==> src/rtl/bst_pkg.sv <==
// Shared constants, codes and controller/datapath signal groups of the bounded set table.
package bst_pkg;

  localparam int unsigned CAPACITY    = 64;
  localparam int unsigned KEY_WIDTH   = 32;
  localparam int unsigned KEY_IN_W    = 32;
  localparam int unsigned COUNT_OUT_W = 7;
  localparam int unsigned OP_W        = 2;
  localparam int unsigned COUNT_W     = $clog2(CAPACITY + 1);
  localparam int unsigned IDX_W       = (CAPACITY > 1) ? $clog2(CAPACITY) : 1;

  typedef enum logic [OP_W-1:0] {
    OP_ADD      = 2'd0,
    OP_REMOVE   = 2'd1,
    OP_CONTAINS = 2'd2,
    OP_CLEAR    = 2'd3
  } op_e;

  typedef struct packed {
    logic load;
    logic clear;
    logic search;
    logic append;
    logic rm_read;
    logic rm_write;
    logic publish;
    logic ok;
  } cmd_t;

  typedef struct packed {
    op_e  op;
    logic hit;
    logic issue_done;
    logic full;
  } sts_t;

endpackage

==> src/rtl/bst_req_if.sv <==
// Request channel: operation and key with valid/ready handshake.
interface bst_req_if;
  logic                            valid;
  logic                            ready;
  logic [bst_pkg::OP_W-1:0]        op;
  logic [bst_pkg::KEY_IN_W-1:0]    key;

  modport source (output valid, output op, output key, input ready);
  modport sink   (input valid, input op, input key, output ready);
endinterface

==> src/rtl/bst_rsp_if.sv <==
// Response channel: success flag and live count with valid/ready handshake.
interface bst_rsp_if;
  logic                              valid;
  logic                              ready;
  logic                              ok;
  logic [bst_pkg::COUNT_OUT_W-1:0]   count;

  modport source (output valid, output ok, output count, input ready);
  modport sink   (input valid, input ok, input count, output ready);
endinterface

==> src/rtl/bst_datapath.sv <==
// Datapath: key table memory, live count, search index, compare and result register.
module bst_datapath (
  input  logic                              clk_i,
  input  logic                              rst_ni,
  input  logic [bst_pkg::OP_W-1:0]          op_i,
  input  logic [bst_pkg::KEY_IN_W-1:0]      key_i,
  input  bst_pkg::cmd_t                     cmd_i,
  output bst_pkg::sts_t                     sts_o,
  output logic                              out_ok_o,
  output logic [bst_pkg::COUNT_OUT_W-1:0]   out_count_o
);

  logic [bst_pkg::KEY_WIDTH-1:0] mem [bst_pkg::CAPACITY];

  bst_pkg::op_e                  op_q;
  logic [bst_pkg::KEY_WIDTH-1:0] key_q;
  logic [bst_pkg::KEY_WIDTH-1:0] rd_q;
  logic [bst_pkg::COUNT_W-1:0]   count_q, count_d;
  logic [bst_pkg::COUNT_W-1:0]   idx_q;
  logic [bst_pkg::COUNT_W-1:0]   last_idx;
  logic [bst_pkg::IDX_W-1:0]     rd_idx_q;
  logic [bst_pkg::IDX_W-1:0]     slot_q;
  logic                          rd_vld_q;
  logic                          out_ok_q;
  logic [bst_pkg::COUNT_OUT_W-1:0] out_count_q;

  logic                          hit;
  logic                          issue;
  logic [bst_pkg::IDX_W-1:0]     raddr;
  logic [bst_pkg::IDX_W-1:0]     waddr;
  logic [bst_pkg::KEY_WIDTH-1:0] wdata;
  logic                          we;

  assign hit      = rd_vld_q && (rd_q == key_q);
  assign issue    = cmd_i.search && (idx_q != count_q);
  assign last_idx = count_q - bst_pkg::COUNT_W'(1);
  assign raddr    = cmd_i.rm_read ? last_idx[bst_pkg::IDX_W-1:0] : idx_q[bst_pkg::IDX_W-1:0];
  assign waddr    = cmd_i.rm_write ? slot_q : count_q[bst_pkg::IDX_W-1:0];
  assign wdata    = cmd_i.rm_write ? rd_q : key_q;
  assign we       = cmd_i.append || cmd_i.rm_write;

  always_comb begin
    count_d = count_q;
    if (cmd_i.clear) begin
      count_d = '0;
    end else if (cmd_i.append) begin
      count_d = count_q + bst_pkg::COUNT_W'(1);
    end else if (cmd_i.rm_write) begin
      count_d = last_idx;
    end
  end

  always_ff @(posedge clk_i) begin
    if (we) begin
      mem[waddr] <= wdata;
    end
    if (issue || cmd_i.rm_read) begin
      rd_q <= mem[raddr];
    end
  end

  always_ff @(posedge clk_i or negedge rst_ni) begin
    if (!rst_ni) begin
      count_q  <= '0;
      rd_vld_q <= 1'b0;
      idx_q    <= '0;
    end else begin
      count_q <= count_d;
      if (cmd_i.load) begin
        idx_q    <= '0;
        rd_vld_q <= 1'b0;
      end else begin
        rd_vld_q <= issue;
        if (issue) begin
          idx_q <= idx_q + bst_pkg::COUNT_W'(1);
        end
      end
    end
  end

  always_ff @(posedge clk_i) begin
    if (cmd_i.load) begin
      op_q  <= bst_pkg::op_e'(op_i);
      key_q <= bst_pkg::KEY_WIDTH'(key_i);
    end
    if (issue) begin
      rd_idx_q <= idx_q[bst_pkg::IDX_W-1:0];
    end
    if (hit) begin
      slot_q <= rd_idx_q;
    end
    if (cmd_i.publish) begin
      out_ok_q    <= cmd_i.ok;
      out_count_q <= bst_pkg::COUNT_OUT_W'(count_q);
    end
  end

  assign sts_o.op         = op_q;
  assign sts_o.hit        = hit;
  assign sts_o.issue_done = (idx_q == count_q);
  assign sts_o.full       = (count_q == bst_pkg::COUNT_W'(bst_pkg::CAPACITY));
  assign out_ok_o         = out_ok_q;
  assign out_count_o      = out_count_q;

  a_count_bounded: assert property (@(posedge clk_i) disable iff (!rst_ni)
    count_q <= bst_pkg::COUNT_W'(bst_pkg::CAPACITY))
    else $error("live count exceeds capacity");

  a_append_not_full: assert property (@(posedge clk_i) disable iff (!rst_ni)
    cmd_i.append |-> !sts_o.full)
    else $error("append into a full table");

  a_remove_not_empty: assert property (@(posedge clk_i) disable iff (!rst_ni)
    cmd_i.rm_write |-> count_q != '0)
    else $error("remove from an empty table");

  a_clear_empties: assert property (@(posedge clk_i) disable iff (!rst_ni)
    cmd_i.clear |=> count_q == '0)
    else $error("clear left entries live");

endmodule

==> src/rtl/bst_ctrl.sv <==
// Controller: sequences accept, linear search, update and result transfer.
module bst_ctrl (
  input  logic          clk_i,
  input  logic          rst_ni,
  input  logic          in_valid_i,
  output logic          in_ready_o,
  output logic          out_valid_o,
  input  logic          out_ready_i,
  input  bst_pkg::sts_t sts_i,
  output bst_pkg::cmd_t cmd_o
);

  typedef enum logic [2:0] {
    S_IDLE,
    S_DECODE,
    S_SEARCH,
    S_REM_RD,
    S_REM_WR,
    S_FINISH
  } state_e;

  state_e state_q, state_d;
  logic   ok_q, ok_d;
  logic   out_vld_q, out_vld_d;
  bst_pkg::cmd_t cmd;

  always_comb begin
    state_d = state_q;
    ok_d    = ok_q;
    cmd     = '0;
    cmd.ok  = ok_q;
    case (state_q)
      S_IDLE: begin
        if (in_valid_i) begin
          cmd.load = 1'b1;
          state_d  = S_DECODE;
        end
      end
      S_DECODE: begin
        if (sts_i.op == bst_pkg::OP_CLEAR) begin
          cmd.clear = 1'b1;
          ok_d      = 1'b1;
          state_d   = S_FINISH;
        end else if (sts_i.op == bst_pkg::OP_ADD && sts_i.full) begin
          ok_d    = 1'b0;
          state_d = S_FINISH;
        end else begin
          state_d = S_SEARCH;
        end
      end
      S_SEARCH: begin
        cmd.search = 1'b1;
        if (sts_i.hit) begin
          case (sts_i.op)
            bst_pkg::OP_REMOVE: begin
              state_d = S_REM_RD;
            end
            bst_pkg::OP_CONTAINS: begin
              ok_d    = 1'b1;
              state_d = S_FINISH;
            end
            default: begin
              ok_d    = 1'b0;
              state_d = S_FINISH;
            end
          endcase
        end else if (sts_i.issue_done) begin
          if (sts_i.op == bst_pkg::OP_ADD) begin
            cmd.append = 1'b1;
            ok_d       = 1'b1;
          end else begin
            ok_d = 1'b0;
          end
          state_d = S_FINISH;
        end
      end
      S_REM_RD: begin
        cmd.rm_read = 1'b1;
        state_d     = S_REM_WR;
      end
      S_REM_WR: begin
        cmd.rm_write = 1'b1;
        ok_d         = 1'b1;
        state_d      = S_FINISH;
      end
      S_FINISH: begin
        if (!out_vld_q || out_ready_i) begin
          cmd.publish = 1'b1;
          state_d     = S_IDLE;
        end
      end
      default: begin
        state_d = S_IDLE;
      end
    endcase
    out_vld_d = (out_vld_q && !out_ready_i) || cmd.publish;
  end

  always_ff @(posedge clk_i or negedge rst_ni) begin
    if (!rst_ni) begin
      state_q   <= S_IDLE;
      ok_q      <= 1'b0;
      out_vld_q <= 1'b0;
    end else begin
      state_q   <= state_d;
      ok_q      <= ok_d;
      out_vld_q <= out_vld_d;
    end
  end

  assign in_ready_o  = (state_q == S_IDLE);
  assign out_valid_o = out_vld_q;
  assign cmd_o       = cmd;

  a_publish_raises_valid: assert property (@(posedge clk_i) disable iff (!rst_ni)
    cmd.publish |=> out_vld_q)
    else $error("result register not loaded on publish");

  a_remove_sequence: assert property (@(posedge clk_i) disable iff (!rst_ni)
    state_q == S_REM_RD |=> state_q == S_REM_WR)
    else $error("remove did not move the last entry");

  a_search_ends_on_hit: assert property (@(posedge clk_i) disable iff (!rst_ni)
    (state_q == S_SEARCH && sts_i.hit) |=> state_q != S_SEARCH)
    else $error("search continued after a match");

endmodule

==> src/rtl/bounded_set_table_core.sv <==
// Top level of the bounded set table: controller, datapath and channel wiring.
// A set of up to CAPACITY keys held unordered in a single-port table memory with a live count.
// One request is in flight at a time. Add, remove and contains walk the live entries with one
// memory read per cycle until a match or the end of the live entries; a matching remove then
// fetches the last entry and moves it into the freed slot, and clear or add to a full table
// skip the search. The next request can be taken in the cycle after the result is loaded.
// The result sits in its own register, so the next request is taken while an earlier result
// still waits for transfer; a finished request holds its result until that earlier result is
// transferred. No clearing pass follows reset.
module bounded_set_table_core (
  input logic      clk_i,
  input logic      rst_ni,
  bst_req_if.sink  req_i,
  bst_rsp_if.source rsp_o
);

  bst_pkg::cmd_t cmd;
  bst_pkg::sts_t sts;

  bst_ctrl u_ctrl (
    .clk_i       (clk_i),
    .rst_ni      (rst_ni),
    .in_valid_i  (req_i.valid),
    .in_ready_o  (req_i.ready),
    .out_valid_o (rsp_o.valid),
    .out_ready_i (rsp_o.ready),
    .sts_i       (sts),
    .cmd_o       (cmd)
  );

  bst_datapath u_datapath (
    .clk_i       (clk_i),
    .rst_ni      (rst_ni),
    .op_i        (req_i.op),
    .key_i       (req_i.key),
    .cmd_i       (cmd),
    .sts_o       (sts),
    .out_ok_o    (rsp_o.ok),
    .out_count_o (rsp_o.count)
  );

endmodule
==> src/flat_wrapper.sv <==
// flat-port wrapper written by rule: the top's interface ports become plain ports
module bounded_set_table_core_flat 
  (clk_i, rst_ni, req_i_valid, req_i_op, req_i_key, req_i_ready, rsp_o_valid, rsp_o_ok, rsp_o_count, rsp_o_ready);
  bst_req_if req_i_i ();
  bst_rsp_if rsp_o_i ();
  input logic clk_i;
  input logic rst_ni;
  input wire logic [$bits(req_i_i.valid)-1:0] req_i_valid;
  input wire logic [$bits(req_i_i.op)-1:0] req_i_op;
  input wire logic [$bits(req_i_i.key)-1:0] req_i_key;
  output wire logic [$bits(req_i_i.ready)-1:0] req_i_ready;
  output wire logic [$bits(rsp_o_i.valid)-1:0] rsp_o_valid;
  output wire logic [$bits(rsp_o_i.ok)-1:0] rsp_o_ok;
  output wire logic [$bits(rsp_o_i.count)-1:0] rsp_o_count;
  input wire logic [$bits(rsp_o_i.ready)-1:0] rsp_o_ready;
  assign req_i_i.valid = req_i_valid;
  assign req_i_i.op = req_i_op;
  assign req_i_i.key = req_i_key;
  assign req_i_ready = req_i_i.ready;
  assign rsp_o_valid = rsp_o_i.valid;
  assign rsp_o_ok = rsp_o_i.ok;
  assign rsp_o_count = rsp_o_i.count;
  assign rsp_o_i.ready = rsp_o_ready;
  bounded_set_table_core u_core (.clk_i(clk_i), .rst_ni(rst_ni), .req_i(req_i_i), .rsp_o(rsp_o_i));
endmodule
==> config.mk <==
export PLATFORM = sky130hd
export DESIGN_NAME = bounded_set_table_core_flat
export DESIGN_NICKNAME = d
export VERILOG_FILES = /design/src/rtl/bst_pkg.sv /design/src/rtl/bst_req_if.sv /design/src/rtl/bst_rsp_if.sv /design/src/rtl/bst_datapath.sv /design/src/rtl/bst_ctrl.sv /design/src/rtl/bounded_set_table_core.sv /design/src/flat_wrapper.sv
export SDC_FILE = /design/constraint.sdc
export NUM_CORES = 2
export LEC_CHECK = 0
export BUFFER_PORTS_ARGS = -buffer_cell sky130_fd_sc_hd__buf_2
export CAP_MARGIN = 0
export CORE_UTILIZATION = 55
export DETAILED_ROUTE_END_ITERATION = 10
export PLACE_DENSITY_LB_ADDON = 0.1
export SLEW_MARGIN = 10
export SYNTH_ARGS = -nofsm -noshare
export SYNTH_HDL_FRONTEND = slang
export SYNTH_SLANG_ARGS = --single-unit
==> constraint.sdc <==
create_clock -name clk_i -period 4.25 [get_ports clk_i]
set_input_delay 0.85 -clock clk_i [delete_from_list [all_inputs] [get_ports clk_i]]
set_output_delay 0.85 -clock clk_i [all_outputs]
set_load 0.005 [all_outputs]
==> report_table.html <==
<table>
<tr><th>Metric</th><th>Value</th></tr>
<tr><th colspan="2">Timing</th></tr>
<tr><td>Unrepaired setup endpoints after global routing</td><td>no</td></tr>
<tr><td>Post-Route Skew</td><td>0.0662 ns</td></tr>
<tr><td>Post-route setup TNS</td><td>0 ns</td></tr>
<tr><td>Number of endpoints with negative hold slack in the final report</td><td>0</td></tr>
<tr><td>Final cycle utilization of the critical path</td><td>98.7%</td></tr>
<tr><td>Fmax</td><td>238 MHz</td></tr>
<tr><td>Transition time of the tightest slew-check pin</td><td>1.27 ns</td></tr>
<tr><td>Fin crit period</td><td>4.19 ns</td></tr>
<tr><td>Slew HR</td><td>15.1%</td></tr>
<tr><td>Final Slew Violations</td><td>0</td></tr>
<tr><td>Final setup viols</td><td>0</td></tr>
<tr><th colspan="2">Setup path</th></tr>
<tr><td>Reg2reg setup slack</td><td>0.06 ns</td></tr>
<tr><td>Standard cell with the maximum stage delay on the critical path</td><td>dfrtp_1</td></tr>
<tr><td>Destination of the worst register-to-register timing path</td><td>u_core.u_datapath.rd_q[6]</td></tr>
<tr><td>Critical path required time</td><td>4.84 ns</td></tr>
<tr><td>Maximum fanout count along the critical path</td><td>25</td></tr>
<tr><td>Endpoint of the most critical setup path</td><td>u_core.u_datapath.rd_q[6]</td></tr>
<tr><td>Setup crit end kind</td><td>register</td></tr>
<tr><td>Most common cell type on the critical path</td><td>buf_4</td></tr>
<tr><td>Dominant delay contributor by cell family on the critical path</td><td>simple AND/OR/NAND/NOR gates</td></tr>
<tr><td>Worst setup path startpoint</td><td>u_core.u_datapath.count_q[1]</td></tr>
<tr><td>Series of cell instances along the critical path</td><td>inv_1 -&gt; ha_1 -&gt; xnor2_2 -&gt; nand2_1 -&gt; o21ai_4 -&gt; buf_12 -&gt; buf_4 -&gt; a31oi_1 -&gt; nand4_1 -&gt; nand3_1 -&gt; buf_4 -&gt; and4_1</td></tr>
<tr><td>Critical R2R Launch</td><td>u_core.u_datapath.count_q[1]</td></tr>
<tr><td>Sort of element at the start of the critical path</td><td>register</td></tr>
<tr><td>Critical Path Max Stage Delay</td><td>0.48 ns</td></tr>
<tr><td>Bufs and invs on worst path</td><td>4</td></tr>
<tr><td>R2r worst-path depth</td><td>12</td></tr>
<tr><td>Worst setup path class</td><td>register to register</td></tr>
<tr><td>WP data arrival</td><td>4.79 ns</td></tr>
<tr><td>Path length in cells of the critical path</td><td>12</td></tr>
<tr><th colspan="2">CTS</th></tr>
<tr><td>Worst-skew pair later-pin latency</td><td>0.86 ns</td></tr>
<tr><td>CTS tree</td><td>built</td></tr>
<tr><td>Clock root cell</td><td>clkbuf_16</td></tr>
<tr><td>Total setup buffers inserted after CTS</td><td>0</td></tr>
<tr><td>Max Root-Sink Buffers</td><td>3</td></tr>
<tr><td>TritonCTS Sinks</td><td>2,154</td></tr>
<tr><td>Clock slew at reported path FFs</td><td>0.07 ns</td></tr>
<tr><td>Total clock buffers created by CTS</td><td>211</td></tr>
<tr><td>Maximum level of the CTS H-tree</td><td>4</td></tr>
<tr><th colspan="2">Detailed routing</th></tr>
<tr><td>Routed wire per std cell</td><td>29.1 um</td></tr>
<tr><td>Total detailed-routing wirelength</td><td>253,000 um</td></tr>
<tr><td>Residual antenna-violating net count after detailed routing</td><td>0</td></tr>
<tr><td>Total DRC errors in the routed layout</td><td>0</td></tr>
<tr><td>Via count normalized by instance count</td><td>6.29</td></tr>
<tr><td>First-pass iteration count of the detailed router</td><td>7</td></tr>
<tr><td>First DRT Iteration DRCs</td><td>7,739</td></tr>
<tr><td>Routed via count</td><td>54,600</td></tr>
<tr><th colspan="2">Worst hold path</th></tr>
<tr><td>Type of the most critical hold path</td><td>primary input to register</td></tr>
<tr><th colspan="2">Synthesis</th></tr>
<tr><td>Primary FF master, synth</td><td>edfxtp_1</td></tr>
<tr><td>Post-synthesis async set-or-reset flop share</td><td>0.929%</td></tr>
<tr><td>Cell area after synthesis</td><td>84,800 sq um</td></tr>
<tr><td>Cell count after synthesis</td><td>6,332</td></tr>
<tr><td>Sequential share of the synthesized area</td><td>76.2%</td></tr>
<tr><td>Flop and latch count out of synthesis</td><td>2,154</td></tr>
<tr><td>Mean instance size in the synthesized netlist</td><td>13.4 sq um</td></tr>
<tr><td>Synthesis warning total</td><td>0</td></tr>
<tr><td>Synthesized Nets</td><td>6,374</td></tr>
<tr><td>Number of synthesized flops with an enable pin</td><td>2,134</td></tr>
<tr><td>Library cells used by synthesis</td><td>69</td></tr>
<tr><th colspan="2">Global routing</th></tr>
<tr><td>Tot GR Track Use</td><td>32.3%</td></tr>
<tr><td>Initial antenna violation count</td><td>22</td></tr>
<tr><td>Number of global-route vias before repair</td><td>51,100</td></tr>
<tr><td>Total congestion overflow after global routing</td><td>0</td></tr>
<tr><td>Largest net degree at the start of global routing</td><td>129</td></tr>
<tr><td>Global-route wire length before repair</td><td>362,000 um</td></tr>
<tr><th colspan="2">Cells and area</th></tr>
<tr><td>Most frequent cells in the layout</td><td>edfxtp_1 (2,134), nand2_1 (1,861), nand3_1 (794)</td></tr>
<tr><td>Fraction of layout cells with a size suffix above 1</td><td>12.2%</td></tr>
<tr><td>Number of nets in the layout</td><td>6,528</td></tr>
<tr><td>Most common cell after layout, fill and taps aside</td><td>edfxtp_1</td></tr>
<tr><td>Fillers</td><td>11,200</td></tr>
<tr><td>Area of all placed cells without fillers</td><td>96,800 sq um</td></tr>
<tr><td>Area growth from synthesis to final layout</td><td>14.2%</td></tr>
<tr><td>Filler-free cell count of the finished design</td><td>8,689</td></tr>
<tr><th colspan="2">Die</th></tr>
<tr><td>Starting utilization of the core area</td><td>55.6%</td></tr>
<tr><td>Placement Rows</td><td>143</td></tr>
<tr><td>Height of the die</td><td>395 um</td></tr>
<tr><td>Die area</td><td>156,000 sq um</td></tr>
<tr><td>Number of top-level design ports</td><td>48</td></tr>
<tr><td>Total core area</td><td>152,000 sq um</td></tr>
<tr><td>Die Width</td><td>395 um</td></tr>
<tr><th colspan="2">Placement</th></tr>
<tr><td>Count of buffers inserted at the top-level ports</td><td>47</td></tr>
<tr><td>Placed Cells incl. Taps</td><td>8,302</td></tr>
<tr><td>Post-DP HPWL</td><td>149,000 um</td></tr>
<tr><td>Gp weighted congestion</td><td>0.949</td></tr>
<tr><td>Cell area after placement</td><td>90,200 sq um</td></tr>
<tr><th colspan="2">Status</th></tr>
<tr><td>Run status</td><td>finished clean</td></tr>
<tr><th colspan="2">Run</th></tr>
<tr><td>Reported max-cap violation count</td><td>0</td></tr>
<tr><th colspan="2">Pwr</th></tr>
<tr><td>Total Power</td><td>65.7 mW</td></tr>
<tr><td>Standby leakage power</td><td>32.4 nW</td></tr>
<tr><td>Power per cell area</td><td>679 nW/um^2</td></tr>
<tr><td>Max VDD drop</td><td>0.582 mV</td></tr>
</table>
## registers in the layout (all words and copies together) (netlist names)
signal                         flops
u_core.u_datapath.rd_idx_q         6
u_core.u_datapath.mem           2048
u_core.u_datapath.out_ok_o         1
u_core.u_datapath.rd_q            32
u_core.u_datapath.count_q          7
u_core.u_datapath.op_q             2
u_core.u_datapath.slot_q           6
u_core.u_datapath.out_count_o      7
u_core.u_ctrl.ok_q                 1
u_core.u_ctrl.state_q              3
u_core.u_ctrl.out_valid_o          1
u_core.u_datapath.rd_vld_q         1
u_core.u_datapath.key_q           32
u_core.u_datapath.idx_q            7
## how the worst min path moves through the flow
stage	startpoint	to	slack (ns)	cells past startpoint
after floorplan	u_core.u_datapath.rd_idx_q[0]	u_core.u_datapath.slot_q[0]	0.40	0
after global placement	u_core.u_datapath.rd_idx_q[4]	u_core.u_datapath.slot_q[4]	0.40	0
after detailed placement	u_core.u_datapath.rd_idx_q[5]	u_core.u_datapath.slot_q[5]	0.41	0
after CTS	req_i_key[25]	u_core.u_datapath.key_q[25]	0.12	1
after global routing	req_i_key[19]	u_core.u_datapath.key_q[19]	0.14	1
final	req_i_key[19]	u_core.u_datapath.key_q[19]	0.17	1
## cell families after synthesis
family | after synthesis | share of synthesized area, %
xor+xnor | 48 | 0.505
compound gates | 634 | 5.17
simple gates | 3026 | 15.4
fa+ha+maj | 4 | 0.0590
buf+inv | 426 | 2.16
mux | 40 | 0.487
flops | 2154 | 76.2
## power by group
group	switching, mW	internal [mW]
Sequential	0.509	26.9
Clock	7.98	9.91
Combinational	15.1	5.38
Total	23.6	42.1
## cell type report
type                    count  area, sq um  share of cell area (%)
flip-flops and latches   2154        64600                    66.7
multi-input cells        3752        19100                    19.7
clock buffers             263         5500                    5.68
repair buffers            358         4040                    4.17
well taps                2030         2540                    2.62
clock inverters           115         1050                    1.09
inverters                   9         33.8                  0.0349
diodes                      8         20.0                  0.0207
## synthesized netlist by cell type, types with 29 or more instances
cell type	number	area share [%]
nand2_1	1894	8.4
a21oi_1	236	1.4
nand3_1	794	4.7
and4_1	31	0.32
a31oi_1	159	1.2
nor2_1	110	0.49
buf_2	101	0.60
mux2i_1	39	0.46
nand4_1	100	0.74
nor2_2	29	0.21
xor2_1	38	0.39
edfxtp_1	2134	76
a221oi_1	78	0.81
buf_1	48	0.21
clkbuf_1	251	1.1
a32oi_1	97	1.0
## metrics by stage
stage	hold WS, ns	setup WS [ns]	utilization [%]
global placement	0.402	0.122	59.2
detailed placement	0.412	0.0572	59.2
floorplan	0.400	0.581	-
finish	0.169	0.0559	63.5
global route	0.141	0.0234	63.5
CTS	0.120	0.0147	63.5
## worst register-to-register path, cell delays in order (launching register included)
cell     delay, ns
dfrtp_1       0.48
inv_1         0.14
ha_1          0.29
xnor2_2       0.47
nand2_1       0.34
o21ai_4       0.28
buf_12        0.23
buf_4         0.48
a31oi_1       0.15
nand4_1       0.20
nand3_1       0.41
buf_4         0.30
and4_1        0.18
## routing by layer
layer  track usage, %  vias up  part of all wire (%)  wire [um]
met5                0        -                 0.021         53
met4             15.7        6                   5.4      13500
met3             5.63      520                   9.7      24600
met2             49.6     2985                    46     116000
met1             45.0    27400                    39      98500
li1                 -    23700                     -          -
## timing repair
action                     4_1_cts  5_1_grt
setup endpoints to repair        0        3
hold buffers                     1        0
hold endpoints to repair        20        0
resized for setup                0        1
No activity file was read; power rests on OpenSTA's default activity.
